`config.mk`:
```
export PLATFORM = sky130hd
export DESIGN_NAME = layered_box_overlap_scanner
export DESIGN_NICKNAME = d
export VERILOG_FILES = /design/src/hw/rtl/lbos_pkg.sv /design/src/hw/rtl/lbos_front.sv /design/src/hw/rtl/lbos_back.sv /design/src/hw/rtl/layered_box_overlap_scanner.sv
export SDC_FILE = /design/constraint.sdc
export NUM_CORES = 2
export LEC_CHECK = 0
export BUFFER_PORTS_ARGS = -buffer_cell sky130_fd_sc_hd__buf_2
export CAP_MARGIN = 0
export CORE_UTILIZATION = 65
export CTS_CLUSTER_SIZE = 14
export DETAILED_ROUTE_END_ITERATION = 10
export PLACE_DENSITY = 0.82
export REMOVE_ABC_BUFFERS = 1
export SYNTH_ARGS = -nofsm -noshare
export SYNTH_HDL_FRONTEND = slang
export SYNTH_HIERARCHICAL = 1
export SYNTH_SLANG_ARGS = --single-unit
```
`constraint.sdc`:
```
create_clock -name i_clk -period 19.5 [get_ports i_clk]
set_input_delay 3.9 -clock i_clk [delete_from_list [all_inputs] [get_ports i_clk]]
set_output_delay 3.9 -clock i_clk [all_outputs]
set_load 0.01 [all_outputs]
```
`src/hw/rtl/lbos_pkg.sv`:
```
// Package for the layered box overlap scanner: field widths, item structs and the box record.
// Depends on nothing; every other file of the block imports it.

package lbos_pkg;

    localparam int COORD_W = 16;
    localparam int SIZE_W  = 15;
    localparam int LAYER_W = 4;
    localparam int SLOT_W  = 3;

    // Doubled centre plus or minus a size, and the span between two such ends.
    localparam int EXT_W  = COORD_W + 2;
    localparam int DIFF_W = EXT_W + 1;
    localparam int SUM_W  = SIZE_W + 1;

    typedef enum logic {
        FUNC_WRITE = 1'b0,
        FUNC_SCAN  = 1'b1
    } t_func;

    typedef struct packed {
        t_func                      func;
        logic [SLOT_W-1:0]          slot;
        logic                       enable;
        logic [LAYER_W-1:0]         src_layer;
        logic [LAYER_W-1:0]         dst_layer;
        logic                       has_handler;
        logic signed [COORD_W-1:0]  center_x;
        logic signed [COORD_W-1:0]  center_y;
        logic [SIZE_W-1:0]          width;
        logic [SIZE_W-1:0]          height;
    } t_in_item;

    typedef struct packed {
        logic              hit;
        logic [SLOT_W-1:0] src_slot;
        logic [SLOT_W-1:0] dst_slot;
        logic              last;
    } t_out_item;

    typedef struct packed {
        logic [LAYER_W-1:0]         src_layer;
        logic [LAYER_W-1:0]         dst_layer;
        logic                       handler;
        logic signed [COORD_W-1:0]  center_x;
        logic signed [COORD_W-1:0]  center_y;
        logic [SIZE_W-1:0]          width;
        logic [SIZE_W-1:0]          height;
    } t_box;

    // Command passed from the front end to the scan engine.
    typedef struct packed {
        logic              is_scan;
        logic [SLOT_W-1:0] slot;
        logic              enable;
        t_box              box;
    } t_cmd;

endpackage

```
`src/hw/rtl/lbos_front.sv`:
```
// Front end of the box scanner: accepts input transfers, classifies them and queues commands.
// Depends on lbos_pkg.

module lbos_front import lbos_pkg::*; #(
    parameter int MAX_BOXES = 8
) (
    input  logic     i_clk,
    input  logic     i_rst_n,
    input  logic     i_in_valid,
    input  t_in_item i_in_data,
    output logic     o_in_stall,
    output logic     o_cmd_valid,
    output t_cmd     o_cmd,
    input  logic     i_cmd_pop
);

    localparam int DEPTH = 2;
    localparam int PTR_W = 1;
    localparam int CNT_W = 2;

    t_cmd             r_q [DEPTH];
    logic [PTR_W-1:0] r_wr_ptr;
    logic [PTR_W-1:0] r_rd_ptr;
    logic [CNT_W-1:0] r_count;
    logic [CNT_W-1:0] n_count;

    logic accept;
    logic slot_ok;
    logic push;
    logic pop;
    t_cmd cmd;

    assign o_in_stall  = (r_count == CNT_W'(DEPTH));
    assign accept      = i_in_valid && !o_in_stall;
    assign slot_ok     = (int'(i_in_data.slot) < MAX_BOXES);
    // A write to a slot beyond the table is dropped here and never reaches the engine.
    assign push        = accept && ((i_in_data.func == FUNC_SCAN) || slot_ok);
    assign pop         = i_cmd_pop && (r_count != '0);
    assign o_cmd_valid = (r_count != '0);
    assign o_cmd       = r_q[r_rd_ptr];

    always_comb begin
        cmd               = '0;
        cmd.is_scan       = (i_in_data.func == FUNC_SCAN);
        cmd.slot          = i_in_data.slot;
        cmd.enable        = i_in_data.enable;
        cmd.box.src_layer = i_in_data.src_layer;
        cmd.box.dst_layer = i_in_data.dst_layer;
        cmd.box.handler   = i_in_data.has_handler;
        cmd.box.center_x  = i_in_data.center_x;
        cmd.box.center_y  = i_in_data.center_y;
        cmd.box.width     = i_in_data.width;
        cmd.box.height    = i_in_data.height;
    end

    always_comb begin
        n_count = r_count;
        if (push && !pop) begin
            n_count = r_count + CNT_W'(1);
        end else if (pop && !push) begin
            n_count = r_count - CNT_W'(1);
        end
    end

    always_ff @(posedge i_clk) begin
        if (!i_rst_n) begin
            r_wr_ptr <= '0;
            r_rd_ptr <= '0;
            r_count  <= '0;
        end else begin
            r_count <= n_count;
            if (push) begin
                r_wr_ptr <= r_wr_ptr + PTR_W'(1);
            end
            if (pop) begin
                r_rd_ptr <= r_rd_ptr + PTR_W'(1);
            end
        end
    end

    always_ff @(posedge i_clk) begin
        if (push) begin
            r_q[r_wr_ptr] <= cmd;
        end
    end

endmodule

```
`src/hw/rtl/lbos_back.sv`:
```
// Scan engine of the box scanner: box table, pair sequencer, overlap pipeline and output register.
// Depends on lbos_pkg.

module lbos_back import lbos_pkg::*; #(
    parameter int MAX_BOXES = 8
) (
    input  logic      i_clk,
    input  logic      i_rst_n,
    input  logic      i_cmd_valid,
    input  t_cmd      i_cmd,
    output logic      o_cmd_pop,
    output logic      o_out_valid,
    output t_out_item o_out_data,
    input  logic      i_out_stall
);

    localparam int IDX_W = $clog2(MAX_BOXES);
    localparam logic [IDX_W-1:0] LAST_IDX = IDX_W'(MAX_BOXES - 1);

    typedef enum logic [1:0] {
        ST_IDLE,
        ST_SCAN,
        ST_DRAIN
    } t_state;

    t_state r_state;

    t_box                 r_mem [MAX_BOXES];
    logic [MAX_BOXES-1:0] r_en;

    logic [IDX_W-1:0] r_s;
    logic [IDX_W-1:0] r_d;
    logic             r_any;
    logic             r_out_valid;
    t_out_item        r_out;

    // Stage 1: table entries of both boxes.
    logic             r_p1_valid;
    logic [IDX_W-1:0] r_p1_s;
    logic [IDX_W-1:0] r_p1_d;
    t_box             r_p1_bs;
    t_box             r_p1_bd;
    logic             r_p1_en;

    // Stage 2: union ends and size sums per axis.
    logic                     r_p2_valid;
    logic [IDX_W-1:0]         r_p2_s;
    logic [IDX_W-1:0]         r_p2_d;
    logic                     r_p2_ok;
    logic signed [EXT_W-1:0]  r_p2_xhi;
    logic signed [EXT_W-1:0]  r_p2_xlo;
    logic [SUM_W-1:0]         r_p2_xsum;
    logic signed [EXT_W-1:0]  r_p2_yhi;
    logic signed [EXT_W-1:0]  r_p2_ylo;
    logic [SUM_W-1:0]         r_p2_ysum;

    // Stage 3: pair verdict.
    logic             r_p3_valid;
    logic [IDX_W-1:0] r_p3_s;
    logic [IDX_W-1:0] r_p3_d;
    logic             r_p3_hit;

    logic advance;
    logic issue;
    logic drain_done;
    logic scan_start;
    logic write_now;

    logic signed [EXT_W-1:0]  xhi_s, xhi_d, xlo_s, xlo_d;
    logic signed [EXT_W-1:0]  yhi_s, yhi_d, ylo_s, ylo_d;
    logic                     pair_ok;
    logic signed [DIFF_W-1:0] xdiff, ydiff, xlim, ylim;
    logic                     pair_hit;

    function automatic logic signed [EXT_W-1:0] dbl(input logic signed [COORD_W-1:0] c);
        dbl = {c[COORD_W-1], c, 1'b0};
    endfunction

    function automatic logic signed [EXT_W-1:0] zext(input logic [SIZE_W-1:0] w);
        zext = {{(EXT_W-SIZE_W){1'b0}}, w};
    endfunction

    // The whole pipeline moves only when the output register can take a result.
    assign advance    = !r_out_valid || !i_out_stall;
    assign issue      = (r_state == ST_SCAN) && advance;
    assign o_cmd_pop  = (r_state == ST_IDLE) && i_cmd_valid;
    assign scan_start = o_cmd_pop && i_cmd.is_scan;
    assign write_now  = o_cmd_pop && !i_cmd.is_scan;
    assign drain_done = (r_state == ST_DRAIN) && advance
                        && !r_p1_valid && !r_p2_valid && !r_p3_valid;

    assign o_out_valid = r_out_valid;
    assign o_out_data  = r_out;

    always_comb begin
        xhi_s = dbl(r_p1_bs.center_x) + zext(r_p1_bs.width);
        xlo_s = dbl(r_p1_bs.center_x) - zext(r_p1_bs.width);
        xhi_d = dbl(r_p1_bd.center_x) + zext(r_p1_bd.width);
        xlo_d = dbl(r_p1_bd.center_x) - zext(r_p1_bd.width);
        yhi_s = dbl(r_p1_bs.center_y) + zext(r_p1_bs.height);
        ylo_s = dbl(r_p1_bs.center_y) - zext(r_p1_bs.height);
        yhi_d = dbl(r_p1_bd.center_y) + zext(r_p1_bd.height);
        ylo_d = dbl(r_p1_bd.center_y) - zext(r_p1_bd.height);
        pair_ok = r_p1_en && (r_p1_bs.dst_layer != '0)
                  && (r_p1_bd.src_layer == r_p1_bs.dst_layer) && r_p1_bd.handler;
    end

    always_comb begin
        xdiff = DIFF_W'(r_p2_xhi) - DIFF_W'(r_p2_xlo);
        ydiff = DIFF_W'(r_p2_yhi) - DIFF_W'(r_p2_ylo);
        xlim  = $signed({{(DIFF_W-SUM_W-1){1'b0}}, r_p2_xsum, 1'b0});
        ylim  = $signed({{(DIFF_W-SUM_W-1){1'b0}}, r_p2_ysum, 1'b0});
        pair_hit = r_p2_ok && (xdiff <= xlim) && (ydiff <= ylim);
    end

    // Box table; enable bits are cleared by reset, the rest is defined by its first write.
    always_ff @(posedge i_clk) begin
        if (write_now) begin
            r_mem[i_cmd.slot[IDX_W-1:0]] <= i_cmd.box;
        end
    end

    always_ff @(posedge i_clk) begin
        if (!i_rst_n) begin
            r_en <= '0;
        end else if (write_now) begin
            r_en[i_cmd.slot[IDX_W-1:0]] <= i_cmd.enable;
        end
    end

    always_ff @(posedge i_clk) begin
        if (!i_rst_n) begin
            r_p1_valid <= 1'b0;
            r_p2_valid <= 1'b0;
            r_p3_valid <= 1'b0;
        end else if (advance) begin
            r_p1_valid <= issue;
            r_p2_valid <= r_p1_valid;
            r_p3_valid <= r_p2_valid;
        end
    end

    always_ff @(posedge i_clk) begin
        if (advance) begin
            r_p1_s    <= r_s;
            r_p1_d    <= r_d;
            r_p1_bs   <= r_mem[r_s];
            r_p1_bd   <= r_mem[r_d];
            r_p1_en   <= r_en[r_s] && r_en[r_d] && (r_s != r_d);

            r_p2_s    <= r_p1_s;
            r_p2_d    <= r_p1_d;
            r_p2_ok   <= pair_ok;
            r_p2_xhi  <= (xhi_s > xhi_d) ? xhi_s : xhi_d;
            r_p2_xlo  <= (xlo_s < xlo_d) ? xlo_s : xlo_d;
            r_p2_xsum <= SUM_W'(r_p1_bs.width) + SUM_W'(r_p1_bd.width);
            r_p2_yhi  <= (yhi_s > yhi_d) ? yhi_s : yhi_d;
            r_p2_ylo  <= (ylo_s < ylo_d) ? ylo_s : ylo_d;
            r_p2_ysum <= SUM_W'(r_p1_bs.height) + SUM_W'(r_p1_bd.height);

            r_p3_s    <= r_p2_s;
            r_p3_d    <= r_p2_d;
            r_p3_hit  <= pair_hit;
        end
    end

    always_ff @(posedge i_clk) begin
        if (!i_rst_n) begin
            r_state     <= ST_IDLE;
            r_s         <= '0;
            r_d         <= '0;
            r_any       <= 1'b0;
            r_out_valid <= 1'b0;
            r_out       <= '0;
        end else begin
            case (r_state)
                ST_IDLE: begin
                    if (scan_start) begin
                        r_state <= ST_SCAN;
                        r_s     <= '0;
                        r_d     <= '0;
                        r_any   <= 1'b0;
                    end
                end
                ST_SCAN: begin
                    if (issue) begin
                        if (r_d == LAST_IDX) begin
                            r_d <= '0;
                            if (r_s == LAST_IDX) begin
                                r_state <= ST_DRAIN;
                            end else begin
                                r_s <= r_s + IDX_W'(1);
                            end
                        end else begin
                            r_d <= r_d + IDX_W'(1);
                        end
                    end
                end
                ST_DRAIN: begin
                    if (drain_done) begin
                        r_state <= ST_IDLE;
                    end
                end
                default: begin
                    r_state <= ST_IDLE;
                end
            endcase

            if (advance) begin
                if (r_p3_valid && r_p3_hit) begin
                    r_out_valid    <= 1'b1;
                    r_out.hit      <= 1'b1;
                    r_out.src_slot <= SLOT_W'(r_p3_s);
                    r_out.dst_slot <= SLOT_W'(r_p3_d);
                    r_out.last     <= 1'b0;
                    r_any          <= 1'b1;
                end else if (drain_done) begin
                    r_out_valid    <= 1'b1;
                    r_out.hit      <= r_any;
                    r_out.src_slot <= '0;
                    r_out.dst_slot <= '0;
                    r_out.last     <= 1'b1;
                end else begin
                    r_out_valid <= 1'b0;
                end
            end
        end
    end

endmodule

```
`src/hw/rtl/layered_box_overlap_scanner.sv`:
```
// Top level of the layered box overlap scanner: front end, command queue and scan engine.
// Depends on lbos_pkg, lbos_front and lbos_back.
//
//   Channel   Direction  Handshake                  Payload
//   input     in         i_in_valid / o_in_stall    i_in_data  (t_in_item)
//   result    out        o_out_valid / i_out_stall  o_out_data (t_out_item)
//
// A write item is written into the box table as the engine pops it. A scan visits every
// ordered slot pair, one pair per cycle while the result side is not stalled, through
// the pair sequencer and the three-stage overlap pipeline.
// A two-entry command queue lets new items be taken while a scan runs.
// Reset clears every box's enable bit; no clearing pass is needed.
// A stalled result freezes the whole overlap pipeline until the transfer completes.

module layered_box_overlap_scanner import lbos_pkg::*; #(
    parameter int MAX_BOXES = 8
) (
    input  logic      i_clk,
    input  logic      i_rst_n,
    input  logic      i_in_valid,
    input  t_in_item  i_in_data,
    output logic      o_in_stall,
    output logic      o_out_valid,
    output t_out_item o_out_data,
    input  logic      i_out_stall
);

    logic cmd_valid;
    logic cmd_pop;
    t_cmd cmd;

    lbos_front #(
        .MAX_BOXES (MAX_BOXES)
    ) u_front (
        .i_clk       (i_clk),
        .i_rst_n     (i_rst_n),
        .i_in_valid  (i_in_valid),
        .i_in_data   (i_in_data),
        .o_in_stall  (o_in_stall),
        .o_cmd_valid (cmd_valid),
        .o_cmd       (cmd),
        .i_cmd_pop   (cmd_pop)
    );

    lbos_back #(
        .MAX_BOXES (MAX_BOXES)
    ) u_back (
        .i_clk       (i_clk),
        .i_rst_n     (i_rst_n),
        .i_cmd_valid (cmd_valid),
        .i_cmd       (cmd),
        .o_cmd_pop   (cmd_pop),
        .o_out_valid (o_out_valid),
        .o_out_data  (o_out_data),
        .i_out_stall (i_out_stall)
    );

endmodule

```
; ---- Yosys cells after proc, flatten, opt, wreduce, memory -nomap -nowiden
; Memories as Yosys holds them, arrays and structs flattened. A register that Yosys moved wholly into a read port is not among the register bits.
; Index checks and enable logic that the tools add are counted.
[word_totals]
output_inout_bits = 10
memories = 2
latch_bits = 0
ram_bits = 720
elab_cells = 156
reg_bits = 158
romBits = 0
[op_classes]
muxes = 41
mul = 0
div = 0
n_eq_ne = 13
shift = 0
magnitude_cmp = 10
bitwise = 0
n_addsub = 18
n_reduce_logical = 41
[memory_table]
columns = memory, words, word_bits, read_ports, rd_ports_with_merged_regs, wr, line_no
row1 = u_back.r_mem, 8, 71, 2, 2, 1, lbos_back.sv:28  ; t_box r_mem [MAX_BOXES];
row2 = u_front.r_q, 2, 76, 1, 1, 1, lbos_front.sv:21  ; t_cmd r_q [DEPTH];
[ops]
columns = op, n
row1 = $add 17x16->18, 4
row2 = $mux 18, 4
row3 = $sub 17x16->18, 4
row4 = $le 19x18->1, 2
row5 = $sub 18x18->19, 2
row6 = $gt 18x18->1, 2
row7 = $lt 18x18->1, 2
row8 = $add 15x15->16, 2
row9 = $logic_and 1x1->1, 21
row10 = $mux 3, 6
row11 = $mux 8, 2
row12 = $mux 1, 15
row13 = $mux 2, 7
row14 = $lt 3x4->1 const B, 3
row15 = $pmux 3 s2, 2
row16 = $reduce_and 5->1, 2
row17 = $logic_not 1->1, 9
row18 = $bwmux 8, 1
row19 = $reduce_bool 2->1, 4
row20 = $add 3x1->3 const B, 2
row21 = $bmux 1 s3, 2
row22 = $eq 3x3->1 const B, 2
row23 = $ne 2x1->1 const B, 3
row24 = $ne 2x2->1 const B, 3
row25 = 15 further kinds, 17

; ---- Logic depth before layout (Yosys ltp)
[logic_depth]
word_depth = 8
ltp_mapped = 22
ltp_nobuf = 20

; ---- Hierarchy
; Netlist, hierarchy kept.
[by_module_without_submodules]
columns = module, area_each_um2, cells_per_inst, seq_area_each_um2, instances
row1 = lbos_back, 45889.0, 3125, 25384.3, 1
row2 = lbos_front, 5724.2, 261, 4664.5, 1

; ---- Worst setup path after synthesis
; OpenSTA, ideal clock, no wires.
[synth_path]
path_kind = input port to flip-flop
startpoint = input port i_out_stall
endpoint = register u_back.r_out, in the netlist u_back/o_out_data[1]
slack_ns = 6.010
setup_ns = 0.123
path_buffers = 2
t_arrival_ns = 13.367
stages = 8
cell_sequence = and2_1 > clkbuf_1 > inv_1 > clkbuf_1 > nand3_1 > and2_1 > nand2_1 > a21boi_0
[synth_via]
elab_chain_len = 8
[synth_rtl]
columns = element, line_no
row1 = "start, declared", layered_box_overlap_scanner.sv:25  ; input logic i_out_stall
row2 = $logic_not 1->1 *, lbos_back.sv:84  ; assign advance = !r_out_valid || !i_out_stall;
row3 = $logic_or 1x1->1 *, lbos_back.sv:84
row4 = via u_back.advance, lbos_back.sv:63  ; logic advance;
row5 = $logic_and 1x1->1, lbos_back.sv:89  ; assign drain_done = (r_state == ST_DRAIN) && advance
row6 = $logic_and 1x1->1 (3 in a row), lbos_back.sv:90  ; && !r_p1_valid && !r_p2_valid && !r_p3_valid;
row7 = $reduce_bool 2->1 (no source line), -
row8 = $reduce_and 2->1 (no source line) *, -
row9 = "end, declared", lbos_back.sv:35  ; t_out_item r_out;
; Mark *: on every way through the listed nets, which the timed path passes. The rest lies on a longest branch.
; A chain may end at the register's enable or synchronous reset.

; ---- Final worst setup path
[layout_path]
startpoint = input port i_in_valid
endpoint = memory u_front/r_q[0][52] (netlist name), enable pin
[layout_via]
elab_chain_len = 3
[layout_rtl]
columns = element, line_no
row1 = "start, declared", layered_box_overlap_scanner.sv:20  ; input logic i_in_valid,
row2 = $logic_and 1x1->1, lbos_front.sv:34  ; assign accept = i_in_valid && !o_in_stall;
row3 = $mux 1, lbos_front.sv:82  ; if (push) begin
row4 = $mux 1 (implied by the code), lbos_front.sv:83  ; r_q[r_wr_ptr] <= cmd;
row5 = "end, declared", lbos_front.sv:21
; No other way between the ends.

==> flow_summary.toml <==
[yosys]
syn_area_sq_um = 51600
ys_async_sr_fraction_pct = 0
synth.yosys.seq_area_share_pct = 58.2
synth.ff_latch_count = 1012
synth_top_flop_cell = "sky130_fd_sc_hd__edfxtp_1"
yosysWarningCount = 6
syn_area_per_cell_sq_um = 15.2
synthesized_instance_count = 3386
yosysUniqueCellTypes = 89
synth_edf_count = 978

[timing]
timing.final.setup_violations = 0
rsz_0062_raised_after_global_routing = "no"
timing_worst_slew_pin_value_ns = 1.45
timing.final.crit_period_ns = 6.04
timing_hold_violations_final = 0
whs_ns = 0.421
finalSetupTns_ns = 0
final_critical_path_setup_slack_ns = 13.46
timing.clock.skew_ns = 0.0232
max_clock_freq_mhz = 166
fin_crit_sh_pct = 31.0
slew_headroom_pct = 1.06
final-max-slew-violation-count = 0

[power_and_ir_drop]
post-layout-total-power_mw = 8.16
ir_drop_v = 0.0000962
power.leakage_nw = 20.2
pwr_density_cell_nw_per_um2 = 145
combinationalPowerShare_pct = 38.8
p_seq_share_pct = 38.0
clock_power_share_pct = 23.2
cell_internal_pwr_mw = 5.33
swShare_pct = 34.7
power.switching_mw = 2.83

[floorplan]
coreArea_sq_um = 78000
chipHeight_um = 284
die_footprint_sq_um = 80500
initial_utilization_pct = 66.2
die_w_um = 284
std_cell_rows = 102
top_level_ports = 90

[global_routing]
grt_overflow_total = 0
grt_antenna_before_repair = 5
first_global_vias = 30600
globalRouteTotalUtil_pct = 29.5
global_route_wire_length_before_repair_um = 179000
grt_start_max_net_pins = 125

[clocking]
cts_root_buffer = "sky130_fd_sc_hd__clkbuf_16"
cts_setup_buffers = 0
clk_transition_reported_paths_ns = 0.06
clkSinkCount = 1012
cts_tree = "yes"
insertion_delay_ns = 0.67
holdBufCountCts = 0
cts_buffer_depth = 3
cts_made_buffers = 100
post_cts.resized_instances = 0
cts-htree-levels = 3

[placement]
detailedPlace.worstSlack_ns = 12.84
io_buffers = 89
place_congestion = 0.931
final_hpwl_dp_um = 75200
dpl-instance-area_sq_um = 53100

[route]
ant_nets = 0
route.detailed.wl_per_inst_um = 25.6
drc = 0
vias_per_cell = 6.53
wl_um = 118000
firstDrtPassIters = 5
drt_first_iter_violations = 2918
vias = 30000

[finish]
finalNetCount = 3848
finalInstanceArea_sq_um = 56300
drive_gt1_share_pct = 21.5
layout-area-overhead-vs-synth_pct = 9.07

[flow_run]
cap_viol_max_count = 1

[outcome]
run_status = "complete, but fails checks"
violations = "max-capacitance violations"

[worst_setup_path]
rr_worst_depth = 18
cp_max_fo = 37
critical_r2r_capture = "u_back/r_p2_xhi[4]"
critical_path.endpoint_type = "register"
cp.required_ns = 19.79
crit_arrival_ns = 6.33
reg2reg_setup_slack_ns = 13.63
critPathLaunchType = "input port"
worst_r2r_startpoint = "u_back/r_p1_bs[16]"
critical_path_class = "in -> reg"

[worst_hold_path]
holdCritStartpoint = "u_back/r_p2_d[0]"
hold-path-cell-count = 0
worstHoldPathType = "reg -> reg"
min_to = "u_back/r_p3_d[0]"
critical path: stages:
cell	delay, ns
sky130_fd_sc_hd__buf_2	0.12
sky130_fd_sc_hd__inv_1	0.09
sky130_fd_sc_hd__nor3_4	0.98
sky130_fd_sc_hd__buf_4	0.58
sky130_fd_sc_hd__buf_4	0.55
synthesized netlist by cell type (all sizes together) (15+ instances only):
cell	count	area share [%]
a211oi	16	0.24
a21boi	29	0.42
a21o	29	0.42
a21oi	143	1.4
a31oi	17	0.22
buf	69	0.72
clkbuf	65	0.47
dfxtp	34	1.3
edfxtp	978	57
ha	285	6.9
inv	280	2.0
mux2	221	4.8
mux2i	64	1.2
mux4	270	12
nand2	98	0.71
nand2b	34	0.41
nand3	38	0.37
nand4	24	0.29
nor2	139	1.0
nor2b	30	0.36
nor3	45	0.45
o21a	34	0.49
o21ai	76	0.74
o21bai	22	0.32
o31ai	17	0.26
or3	15	0.18
xnor2	132	2.2
xor2	26	0.44
state kept, by name (all words and copies together), names as in the netlist, 18 cells and up, named ones only:
| name | cells |
|---|---|
| u_back/r_mem | 568 |
| u_front/r_q | 152 |
| u_back/r_p1_bd | 67 |
| u_back/r_p1_bs | 66 |
| u_back/r_p2_xhi | 18 |
| u_back/r_p2_xlo | 18 |
| u_back/r_p2_yhi | 18 |
| u_back/r_p2_ylo | 18 |
cell type report:
cell class	count	area, sq um
Multi-Input combinational cell	1960	20000
Clock buffer	120	2580
Fill cell	4760	21700
Timing Repair Buffer	117	656
Antenna cell	1	2.50
Tap cell	1040	1300
Sequential cell	1012	30100
Inverter	280	1060
Clock inverter	66	644
power groups by stage:
stage / logic (mW) / clock network [mW] / registers (mW)
final: 3.17 / 1.89 / 3.10
after global routing: 3.48 / 2.00 / 3.13
after floorplan: 2.35 / 0 / 3.11
after global placement: 2.98 / 0 / 3.12
after detailed placement: 3.11 / 0 / 3.14
after CTS: 3.15 / 1.92 / 3.10
metal layers:
metal  part of all wire (%)  wire, um  up-vias  global-route usage [%]
li1                       -         -    13300                       -
met1                     41     48700    15200                    41.4
met2                     49     57200     1326                    47.9
met3                    7.6      8960      223                    4.26
met4                    2.5      2990        8                    9.64
met5                  0.039        46        -                       0
per-stage QoR:
stage / util [%] / instances
2_1_floorplan: - / 3252
3_3_place_gp: 68.1 / 4409
3_5_place_dp: 68.1 / 4409
4_1_cts: 72.2 / 4595
5_1_grt: 72.2 / 4595
6_report: 72.2 / 4596
cell usage in the layout, fill, tap and decap left out, types with 9 or more instances in the layout:
cell	n
sky130_fd_sc_hd__nor2_1	133
sky130_fd_sc_hd__a21oi_1	140
sky130_fd_sc_hd__and3_1	9
sky130_fd_sc_hd__o31a_1	9
sky130_fd_sc_hd__o21bai_1	22
sky130_fd_sc_hd__nor2b_1	30
sky130_fd_sc_hd__a211oi_1	15
sky130_fd_sc_hd__mux4_2	270
sky130_fd_sc_hd__and2_1	12
sky130_fd_sc_hd__o31ai_1	16
sky130_fd_sc_hd__dfxtp_1	27
sky130_fd_sc_hd__buf_2	89
sky130_fd_sc_hd__a21o_1	28
sky130_fd_sc_hd__bufinv_16	9
sky130_fd_sc_hd__edfxtp_1	978
sky130_fd_sc_hd__clkinv_1	19
sky130_fd_sc_hd__or2_2	9
sky130_fd_sc_hd__a21boi_0	28
sky130_fd_sc_hd__or3_1	15
sky130_fd_sc_hd__nand4_1	24
sky130_fd_sc_hd__mux2_1	40
sky130_fd_sc_hd__nor3_1	42
sky130_fd_sc_hd__clkbuf_16	100
sky130_fd_sc_hd__mux2_2	180
sky130_fd_sc_hd__fa_1	12
sky130_fd_sc_hd__nand2_1	98
sky130_fd_sc_hd__xor2_1	26
sky130_fd_sc_hd__nand2b_1	34
sky130_fd_sc_hd__ha_1	285
sky130_fd_sc_hd__o21a_1	34
sky130_fd_sc_hd__buf_4	28
sky130_fd_sc_hd__nand3_1	38
sky130_fd_sc_hd__mux2i_1	64
sky130_fd_sc_hd__inv_1	278
sky130_fd_sc_hd__clkinv_2	20
sky130_fd_sc_hd__o211ai_1	10
sky130_fd_sc_hd__xnor2_1	132
sky130_fd_sc_hd__o21ai_0	70
sky130_fd_sc_hd__a31oi_1	16
sky130_fd_sc_hd__clkbuf_1	20
cells by family after synthesis:
logic type | count (synthesis) | share of synthesized area, %
DFF | 1012 | 58.2
muxes | 555 | 17.9
buffers and inverters | 414 | 3.23
xor gates and xnor gates | 158 | 2.68
adders and majority gates | 297 | 7.37
AOI/OAI and AO/OA | 476 | 6.16
and+or+nand+nor | 474 | 4.48
worst max-delay path by stage:
stage / from / endpoint / slack [ns] / cells after the start
after floorplan: i_out_stall / u_back/o_out_data[1] / 8.60 / 6
after global placement: i_in_valid / u_front/r_q[0][29] / 12.92 / 5
after detailed placement: i_in_valid / u_front/r_q[0][52] / 12.84 / 5
after CTS: i_in_valid / u_front/r_q[0][52] / 13.53 / 5
after global routing: i_in_valid / u_front/r_q[0][47] / 13.41 / 5
final: i_in_valid / u_front/r_q[0][52] / 13.46 / 5
No activity file was read; power rests on OpenSTA's default activity.
